**config.mk**
```make
export PLATFORM = sky130hd
export DESIGN_NAME = timestamp_event_release_queue_top
export DESIGN_NICKNAME = d
export VERILOG_FILES = /design/src/rtl/core/terq_pkg.sv /design/src/rtl/core/terq_ctrl.sv /design/src/rtl/core/terq_dp.sv /design/src/rtl/core/timestamp_event_release_queue_top.sv
export SDC_FILE = /design/constraint.sdc
export NUM_CORES = 2
export LEC_CHECK = 0
export BUFFER_PORTS_ARGS = -buffer_cell sky130_fd_sc_hd__buf_2
export CORE_MARGIN = 4
export CORE_UTILIZATION = 57
export CTS_CLUSTER_SIZE = 30
export DETAILED_ROUTE_END_ITERATION = 8
export PLACE_DENSITY = 0.86
export SLEW_MARGIN = 30
export SYNTH_ARGS = -nofsm -noshare
export SYNTH_HDL_FRONTEND = slang
export SYNTH_SLANG_ARGS = --single-unit
export TNS_END_PERCENT = 10
```
**constraint.sdc**
```tcl
create_clock -name i_clk -period 12.35 [get_ports i_clk]
set_input_delay 0.6175 -clock i_clk [delete_from_list [all_inputs] [get_ports i_clk]]
set_output_delay 0.6175 -clock i_clk [all_outputs]
set_load 0.005 [all_outputs]
```
**src/rtl/core/terq_pkg.sv**
```systemverilog
// Package for the timestamp event release queue: sizes, codes and the
// structures passed between controller and datapath. No dependencies.
package terq_pkg;

    localparam int POOL_DEPTH = 16;
    localparam int SLOT_W     = (POOL_DEPTH > 1) ? $clog2(POOL_DEPTH) : 1;
    localparam int TREE_N     = 2 ** SLOT_W;
    // One register level per tree level.
    localparam int SRCH_LAT   = SLOT_W;
    localparam int CNT_W      = $clog2(SRCH_LAT + 1);

    localparam int TIME_W = 32;
    localparam int PAY_W  = 32;
    localparam int MS_W   = 16;
    localparam int LAG_W  = 16;

    localparam logic [LAG_W-1:0] LAG_RESET = 16'd1000;

    localparam logic OP_ARRIVAL = 1'b0;
    localparam logic OP_TICK    = 1'b1;
    localparam logic KIND_EVENT = 1'b0;
    localparam logic KIND_FINAL = 1'b1;

    // One node of the earliest-event search tree.
    typedef struct packed {
        logic              vld;
        logic [TIME_W-1:0] tm;
        logic [SLOT_W-1:0] idx;
    } t_node;

    // Controller to datapath.
    typedef struct packed {
        logic arr;     // store the accepted arrival
        logic clamp;   // first target step: sum clamped to the horizon
        logic lag;     // second target step: lag limit
        logic rd;      // take the earliest due event out of the pool
        logic ld_rel;  // load the release record into the output register
        logic ld_fin;  // load the final record into the output register
    } t_cmd;

    // Datapath to controller.
    typedef struct packed {
        logic found;     // the search root holds an event due by the target
        logic out_free;  // the output register can take a record this cycle
    } t_sts;

endpackage

```
**src/rtl/core/terq_ctrl.sv**
```systemverilog
// Controller of the timestamp event release queue: sequences target
// computation, search, release and final record. Depends on terq_pkg.
module terq_ctrl (
    input  logic          i_clk,
    input  logic          i_rst_n,
    input  logic          i_s_tvalid,
    input  logic          i_op,
    input  terq_pkg::t_sts i_sts,
    output logic          o_s_tready,
    output terq_pkg::t_cmd o_cmd
);
    import terq_pkg::*;

    localparam logic [2:0] ST_IDLE = 3'd0;
    localparam logic [2:0] ST_LAG  = 3'd1;
    localparam logic [2:0] ST_SRCH = 3'd2;
    localparam logic [2:0] ST_RD   = 3'd3;
    localparam logic [2:0] ST_OUT  = 3'd4;
    localparam logic [2:0] ST_FIN  = 3'd5;

    logic [2:0]       r_state, n_state;
    logic [CNT_W-1:0] r_cnt, n_cnt;
    logic             w_acc;

    assign o_s_tready = (r_state == ST_IDLE);
    assign w_acc      = i_s_tvalid && o_s_tready;

    // Next state, wait counter and commands.
    always_comb begin
        n_state = r_state;
        n_cnt   = r_cnt;
        o_cmd   = '0;
        case (r_state)
            ST_IDLE: begin
                if (w_acc) begin
                    if (i_op == OP_TICK) begin
                        o_cmd.clamp = 1'b1;
                        n_state     = ST_LAG;
                    end else begin
                        o_cmd.arr = 1'b1;
                    end
                end
            end
            ST_LAG: begin
                o_cmd.lag = 1'b1;
                n_cnt     = '0;
                n_state   = ST_SRCH;
            end
            ST_SRCH: begin
                if (r_cnt == CNT_W'(SRCH_LAT)) begin
                    n_state = i_sts.found ? ST_RD : ST_FIN;
                end else begin
                    n_cnt = r_cnt + 1'b1;
                end
            end
            ST_RD: begin
                o_cmd.rd = 1'b1;
                n_state  = ST_OUT;
            end
            ST_OUT: begin
                if (i_sts.out_free) begin
                    o_cmd.ld_rel = 1'b1;
                    n_cnt        = '0;
                    n_state      = ST_SRCH;
                end
            end
            ST_FIN: begin
                if (i_sts.out_free) begin
                    o_cmd.ld_fin = 1'b1;
                    n_state      = ST_IDLE;
                end
            end
            default: begin
                n_state = ST_IDLE;
            end
        endcase
    end

    // State registers.
    always_ff @(posedge i_clk) begin
        if (!i_rst_n) begin
            r_state <= ST_IDLE;
            r_cnt   <= '0;
        end else begin
            r_state <= n_state;
            r_cnt   <= n_cnt;
        end
    end

endmodule

```
**src/rtl/core/terq_dp.sv**
```systemverilog
// Datapath of the timestamp event release queue: event pool, payload
// memory, search tree, time registers and output register. Depends on terq_pkg.
module terq_dp (
    input  logic                           i_clk,
    input  logic                           i_rst_n,
    input  logic [terq_pkg::TIME_W-1:0]    i_event_time,
    input  logic                           i_horizon_only,
    input  logic [terq_pkg::PAY_W-1:0]     i_event_payload,
    input  logic [terq_pkg::MS_W-1:0]      i_tick_ms,
    input  logic                           i_cfg_wen,
    input  logic [terq_pkg::LAG_W-1:0]     i_cfg_wdata,
    input  terq_pkg::t_cmd                 i_cmd,
    output terq_pkg::t_sts                 o_sts,
    input  logic                           i_m_tready,
    output logic                           o_m_tvalid,
    output logic                           o_kind,
    output logic [terq_pkg::PAY_W-1:0]     o_released_payload,
    output logic [terq_pkg::TIME_W-1:0]    o_released_time,
    output logic [terq_pkg::TIME_W-1:0]    o_advance_ms,
    output logic                           o_last
);
    import terq_pkg::*;

    logic [POOL_DEPTH-1:0] r_slot_vld;
    logic [TIME_W-1:0]     r_slot_tm [POOL_DEPTH];
    logic [PAY_W-1:0]      r_pay_mem [POOL_DEPTH];
    logic [PAY_W-1:0]      r_pay_rd;
    logic [TIME_W-1:0]     r_hzn;
    logic [TIME_W-1:0]     r_cur;
    logic [TIME_W-1:0]     r_target;
    logic [LAG_W-1:0]      r_lag;
    logic [TIME_W-1:0]     r_pick_tm;

    logic                  r_o_vld;
    logic                  r_o_kind;
    logic [PAY_W-1:0]      r_o_pay;
    logic [TIME_W-1:0]     r_o_tm;
    logic [TIME_W-1:0]     r_o_adv;
    logic                  r_o_last;

    t_node                 leaf   [TREE_N];
    t_node                 r_node [1:TREE_N-1];
    t_node                 w_root;

    logic                  w_free_any;
    logic [SLOT_W-1:0]     w_free_idx;
    logic [TIME_W:0]       w_sum;
    logic [TIME_W:0]       w_reach;
    logic                  w_out_free;

    // Lowest free slot for an arriving event.
    always_comb begin
        w_free_any = 1'b0;
        w_free_idx = '0;
        for (int i = POOL_DEPTH - 1; i >= 0; i--) begin
            if (!r_slot_vld[i]) begin
                w_free_any = 1'b1;
                w_free_idx = SLOT_W'(i);
            end
        end
    end

    // Leaves of the search tree, read straight from the slot registers.
    for (genvar i = 0; i < TREE_N; i++) begin : g_leaf
        if (i < POOL_DEPTH) begin : g_used
            assign leaf[i] = '{vld: r_slot_vld[i], tm: r_slot_tm[i], idx: SLOT_W'(i)};
        end else begin : g_pad
            assign leaf[i] = '0;
        end
    end

    // Registered tree: the right child (higher slots) wins on equal times.
    for (genvar n = 1; n < TREE_N; n++) begin : g_tree
        t_node w_lo, w_hi;
        if (2 * n >= TREE_N) begin : g_from_leaf
            assign w_lo = leaf[2 * n - TREE_N];
            assign w_hi = leaf[2 * n + 1 - TREE_N];
        end else begin : g_from_node
            assign w_lo = r_node[2 * n];
            assign w_hi = r_node[2 * n + 1];
        end
        always_ff @(posedge i_clk) begin
            if (!i_rst_n) begin
                r_node[n] <= '0;
            end else if (w_hi.vld && (!w_lo.vld || w_hi.tm <= w_lo.tm)) begin
                r_node[n] <= w_hi;
            end else begin
                r_node[n] <= w_lo;
            end
        end
    end

    assign w_root = r_node[1];

    // Target arithmetic, both sums kept one bit wider so they cannot wrap.
    assign w_sum   = {1'b0, r_cur} + {{(TIME_W + 1 - MS_W){1'b0}}, i_tick_ms};
    assign w_reach = {1'b0, r_target} + {{(TIME_W + 1 - LAG_W){1'b0}}, r_lag};

    assign w_out_free   = !r_o_vld || i_m_tready;
    assign o_sts.found  = w_root.vld && (w_root.tm <= r_target);
    assign o_sts.out_free = w_out_free;

    // Control registers: pool occupancy, horizon, current time and lag limit.
    always_ff @(posedge i_clk) begin
        if (!i_rst_n) begin
            r_slot_vld <= '0;
            r_hzn      <= '0;
            r_cur      <= '0;
            r_lag      <= LAG_RESET;
        end else begin
            if (i_cfg_wen) begin
                r_lag <= i_cfg_wdata;
            end
            if (i_cmd.arr) begin
                if (i_event_time > r_hzn) begin
                    r_hzn <= i_event_time;
                end
                if (!i_horizon_only && w_free_any) begin
                    r_slot_vld[w_free_idx] <= 1'b1;
                end
            end
            if (i_cmd.rd) begin
                r_slot_vld[w_root.idx] <= 1'b0;
            end
            if (i_cmd.ld_rel) begin
                r_cur <= r_pick_tm;
            end
            if (i_cmd.ld_fin) begin
                r_cur <= r_target;
            end
        end
    end

    // Slot times, payload memory and the target and pick registers.
    always_ff @(posedge i_clk) begin
        if (i_cmd.arr && !i_horizon_only && w_free_any) begin
            r_slot_tm[w_free_idx] <= i_event_time;
            r_pay_mem[w_free_idx] <= i_event_payload;
        end
        if (i_cmd.rd) begin
            r_pay_rd  <= r_pay_mem[w_root.idx];
            r_pick_tm <= w_root.tm;
        end
        if (i_cmd.clamp) begin
            r_target <= (w_sum > {1'b0, r_hzn}) ? r_hzn : w_sum[TIME_W-1:0];
        end
        if (i_cmd.lag && (w_reach < {1'b0, r_hzn})) begin
            r_target <= r_hzn - {{(TIME_W - LAG_W + 1){1'b0}}, r_lag[LAG_W-1:1]};
        end
    end

    // Output register: holds a record until the consumer takes it.
    always_ff @(posedge i_clk) begin
        if (!i_rst_n) begin
            r_o_vld <= 1'b0;
        end else if (i_cmd.ld_rel || i_cmd.ld_fin) begin
            r_o_vld <= 1'b1;
        end else if (i_m_tready) begin
            r_o_vld <= 1'b0;
        end
    end

    always_ff @(posedge i_clk) begin
        if (i_cmd.ld_rel) begin
            r_o_kind <= KIND_EVENT;
            r_o_pay  <= r_pay_rd;
            r_o_tm   <= r_pick_tm;
            r_o_adv  <= r_pick_tm - r_cur;
            r_o_last <= 1'b0;
        end else if (i_cmd.ld_fin) begin
            r_o_kind <= KIND_FINAL;
            r_o_pay  <= '0;
            r_o_tm   <= r_target;
            r_o_adv  <= r_target - r_cur;
            r_o_last <= 1'b1;
        end
    end

    assign o_m_tvalid         = r_o_vld;
    assign o_kind             = r_o_kind;
    assign o_released_payload = r_o_pay;
    assign o_released_time    = r_o_tm;
    assign o_advance_ms       = r_o_adv;
    assign o_last             = r_o_last;

    // A release only takes an event that is due by the target.
    a_rd_due: assert property (@(posedge i_clk) disable iff (!i_rst_n)
        i_cmd.rd |-> (w_root.vld && (w_root.tm <= r_target)))
        else $error("release of an event beyond the target");

    // The released slot is free on the next cycle.
    a_rd_clears: assert property (@(posedge i_clk) disable iff (!i_rst_n)
        i_cmd.rd |=> !r_slot_vld[$past(w_root.idx)])
        else $error("released slot still marked valid");

    // Once worked out, the target never passes the horizon.
    a_tgt_hzn: assert property (@(posedge i_clk) disable iff (!i_rst_n)
        $past(i_cmd.lag) |-> (r_target <= r_hzn))
        else $error("target beyond horizon");

    // The final record leaves the current time at the target.
    a_fin_cur: assert property (@(posedge i_clk) disable iff (!i_rst_n)
        i_cmd.ld_fin |=> (r_cur == $past(r_target)))
        else $error("current time not at target after final record");

endmodule

```
**src/rtl/core/timestamp_event_release_queue_top.sv**
```systemverilog
// Top level of the timestamp event release queue: stream ports and the
// max_lag register port. Depends on terq_pkg, terq_ctrl and terq_dp.
//
//   Channel   Direction  Handshake              Content
//   s (in)    slave      i_s_tvalid/o_s_tready  arrival or tick item
//   m (out)   master     o_m_tvalid/i_m_tready  release or final record
//   cfg       in         i_cfg_wen              max_lag, written at once
//
// An arrival is taken in the idle state. A tick sets its target in two steps
// (clamp to the horizon, then the lag limit); then, for each due event, it waits
// in the search state for the tree, takes the event out and loads its release
// record, and when none is due it loads the final record. The search waits on the
// registered search tree over the slots, whose root must settle after a slot is freed.
// Reset is synchronous and active low; it empties the pool and clears both times.
// A stalled output holds the controller in place; arrivals are taken only
// while no tick is in progress.
module timestamp_event_release_queue_top (
    input  logic        i_clk,
    input  logic        i_rst_n,
    input  logic        i_s_tvalid,
    output logic        o_s_tready,
    input  logic [79:0] i_s_tdata,   // event_time, event_payload, tick_ms
    input  logic [1:0]  i_s_tuser,   // op, horizon_only
    output logic        o_m_tvalid,
    input  logic        i_m_tready,
    output logic [95:0] o_m_tdata,   // released_payload, released_time, advance_ms
    output logic        o_m_tuser,   // kind
    output logic        o_m_tlast,
    input  logic        i_cfg_wen,
    input  logic [15:0] i_cfg_wdata
);
    import terq_pkg::*;

    t_cmd              w_cmd;
    t_sts              w_sts;
    logic [PAY_W-1:0]  w_pay;
    logic [TIME_W-1:0] w_tm;
    logic [TIME_W-1:0] w_adv;

    terq_ctrl u_ctrl (
        .i_clk      (i_clk),
        .i_rst_n    (i_rst_n),
        .i_s_tvalid (i_s_tvalid),
        .i_op       (i_s_tuser[0]),
        .i_sts      (w_sts),
        .o_s_tready (o_s_tready),
        .o_cmd      (w_cmd)
    );

    terq_dp u_dp (
        .i_clk              (i_clk),
        .i_rst_n            (i_rst_n),
        .i_event_time       (i_s_tdata[31:0]),
        .i_horizon_only     (i_s_tuser[1]),
        .i_event_payload    (i_s_tdata[63:32]),
        .i_tick_ms          (i_s_tdata[79:64]),
        .i_cfg_wen          (i_cfg_wen),
        .i_cfg_wdata        (i_cfg_wdata),
        .i_cmd              (w_cmd),
        .o_sts              (w_sts),
        .i_m_tready         (i_m_tready),
        .o_m_tvalid         (o_m_tvalid),
        .o_kind             (o_m_tuser),
        .o_released_payload (w_pay),
        .o_released_time    (w_tm),
        .o_advance_ms       (w_adv),
        .o_last             (o_m_tlast)
    );

    assign o_m_tdata = {w_adv, w_tm, w_pay};

endmodule

```
==> reports/metrics.cfg <==
[run_status]
status=completed

[critical_path]
cp_top_family=compound AO/OA/AOI/OAI gates
crit_type=reg2reg
critPathCaptureType=flop
crit_cells=18
ff2ff_path_depth=18
critPathMaxStageDelay_ps=880
crit_top_cell=a21o_1
cp-start-kind=flop
critPathSlowestCell=a41oi_1
crit_buf_inv=0
worstPathArrival_ps=6840
worstReg2RegStart=u_dp.r_target[1]$_DFFE_PP_
cp.required_ps=12660
crit_start=u_dp.r_target[1]$_DFFE_PP_
crit_chain=ha_1, a21o_1, a21o_1, a21oi_1, o21ai_0, a21boi_0, a21oi_1, a41oi_1, nor4_1, xnor2_1, ha_1, o211ai_1, or3_1, nor4_1, o41ai_1, a21o_1, nand2_2, nand2_2
worst-path-max-fanout=32

[floorplan]
fp.dieArea_sq_mm=0.165
core-area_sq_mm=0.158
io_pins=203
die_x_microns=407
start_util=0.572
die_h_microns=407
rows=146

[cts]
clock_latency_ps=830
cts-htree-levels=4
cts_tree=done
ctsResizeCount=0
clock-sinks=1852
cts_buffers=185
root_buffer=clkbuf_16
clk_pin_slew_worst_paths_ps=60
cts_setup_buffers=0
cts_buffer_depth=3

[synthesis]
ys.flop_type=edfxtp_1
synthCells=6993
yosysWarnings=0
mappedNetlistArea_sq_mm=0.0906
syn_avg_cell_area_sq_um=12.9
seq_area_frac_synth=0.603
synth_seq_cells=1852
ys_types=90
async_flop_share=0
synth_edf_count=1748

[min_path]
holdPathStages=3
hp-class=in2reg
hp-start=i_cfg_wdata[15]

[sta]
worst_pin_slew_ps=1080
fin_crit_sh=0.528
finalSetupTns_ps=0
hold_viol=0
worst_hold_slack_ps=82.8
setup-violations-final=0
max_freq_mhz=153
rsz0062_at_grt=no
period_minus_slack_ps=6530
finalMaxSlewViolations=0
worst_slew_margin_rel=0.275
fin_skew_ps=65.9

[finish]
fin_nets=8529
layout_common_cells=1,748 x edfxtp_1, 760 x nand2_1, 687 x ha_1
area_growth_syn_to_layout_pct=13.0
fillerInstances=10879
stdcell_count=9965
drive_above_1_share=0.101
multi_input_area_sq_mm=0.0348
final_common_cell=edfxtp_1
ff_latch_area_sq_mm=0.0546

[route]
routed_via_density=6.07
wl_mm=252
dr.first_iter.drc_count=6688
drt-pass1-iter-count=6
post_drt_wl_per_cell_microns=25.2
drc_errors=0
ant_nets=0
vias=60500

[placed_design]
gp_congestion=0.971
place_inst=9617
io_buffers=202
dp_hpwl_mm=165

[global_route]
grt_max_degree=162
grt_use_total=0.302
grt_antenna_before_repair=20
grtUsageMet1=0.363
gr-total-overflow=0
grt_pass1_wl_mm=372
use_met3=0.0491
grtUsageMet2=0.517
grt_busiest_layer=met2
grt_pass1_vias=60638

[power]
ir_worst_vdd_v=0.000214
powerDensity_mw_per_mm2=147
power_mw=15.0
leakagePower_nw=40.8

[job]
maxCapViolations=0

==> flip-flops by register name, indices dropped and copies added (netlist names), 3 cells and up <==
register	cells
u_dp.r_node	532
u_dp.r_pay_mem	512
u_dp.r_slot_tm	512
u_dp.o_advance_ms	32
u_dp.o_released_payload	32
u_dp.o_released_time	32
u_dp.r_cur	32
u_dp.r_hzn	32
u_dp.r_pay_rd	32
u_dp.r_pick_tm	32
u_dp.r_target	32
u_dp.r_lag	16
u_dp.r_slot_vld	16
u_ctrl.r_cnt	3
u_ctrl.r_state	3
==> repair_timing <==
action | in CTS | in global routing
endpoints found under the setup margin | 0 | 0
hold buffers | 1 | 0
hold endpoints to repair | 1 | 0
==> routing by layer <==
layer	wire length, microns	vias up
met5	76	-
met4	17100	10
met3	20400	765
met2	124000	3321
met1	90300	29574
li1	-	26830
==> through the flow <==
| step | util | worst slack (ps) | area, sq um |
|---|---|---|---|
| after global placement | 0.607 | 5960 | 96000 |
| after floorplan | - | 2980 | 92500 |
| after CTS | 0.646 | 5880 | 102000 |
| after detailed placement | 0.608 | 5910 | 96100 |
| after global routing | 0.647 | 5590 | 102000 |
| final | 0.647 | 5820 | 102000 |
==> cells by family after synthesis <==
family          count (synthesis)  synth area share
compound gates               1121            0.0786
xor+xnor                       93           0.00916
fa+ha+maj                     691            0.0958
buf+inv                       913            0.0389
flops                        1852             0.603
mux                           612            0.0898
other cells                     1         0.0000414
simple gates                 1710            0.0850
==> synth_stat cells (all sizes together), types with 9 or more instances <==
| master | n | area, sq um |
|---|---|---|
| a2111oi | 26 | 234 |
| a211o | 10 | 87.6 |
| a211oi | 56 | 420 |
| a21boi | 9 | 71.3 |
| a21o | 193 | 1450 |
| a21oi | 281 | 1410 |
| a31oi | 20 | 140 |
| and2 | 47 | 294 |
| and3 | 16 | 100 |
| buf | 70 | 360 |
| clkbuf | 203 | 762 |
| dfxtp | 104 | 2080 |
| edfxtp | 1748 | 52500 |
| ha | 687 | 8600 |
| inv | 639 | 2400 |
| mux2i | 449 | 4490 |
| mux4 | 160 | 3600 |
| nand2 | 762 | 2860 |
| nand2b | 30 | 188 |
| nand3 | 173 | 866 |
| nand4 | 131 | 820 |
| nor2 | 354 | 1330 |
| nor2b | 59 | 369 |
| nor3 | 44 | 220 |
| nor4 | 27 | 169 |
| o211ai | 29 | 218 |
| o21a | 65 | 488 |
| o21ai | 322 | 1610 |
| o22ai | 9 | 62.6 |
| o31ai | 15 | 123 |
| or2 | 17 | 106 |
| or3 | 17 | 106 |
| or4 | 10 | 75.1 |
| xnor2 | 75 | 657 |
| xor2 | 17 | 149 |
==> power by group <==
group | internal, mW | switching (mW) | leakage [nW]
combinational | 0.776 | 1.25 | 20.5
sequential | 7.13 | 0.156 | 17.3
clock | 3.24 | 2.48 | 2.94
==> final timing paths <==
kind / endpoint / slack [ps]
worst max-delay path: u_dp.r_target[0]$_DFFE_PP_ / 5820
worst min-delay path: u_dp.r_lag[15]$_SDFFE_PN0P_ / 80
worst max register to register: u_dp.r_target[0]$_DFFE_PP_ / 5820
worst min register to register: u_dp.r_pick_tm[0]$_DFFE_PN_ / 460
==> worst reg2reg max path, delay by kind of cell (launching register included) <==
family | cells | cell delay [ps]
fa+ha+maj | 2 | 610
xor+xnor | 1 | 180
flops | 1 | 470
compound gates | 10 | 2760
simple gates | 5 | 2030
==> layout make-up <==
class	instances	share of cell area
multi-input combinational	4759	0.340
timing repair buffer	297	0.0184
inverter	640	0.0236
tap	2072	0.0253
clock inverter	109	0.0125
sequential	1852	0.533
clock buffer	228	0.0471
antenna	8	0.000196
Note: power is estimated with default switching activity, not from simulation.
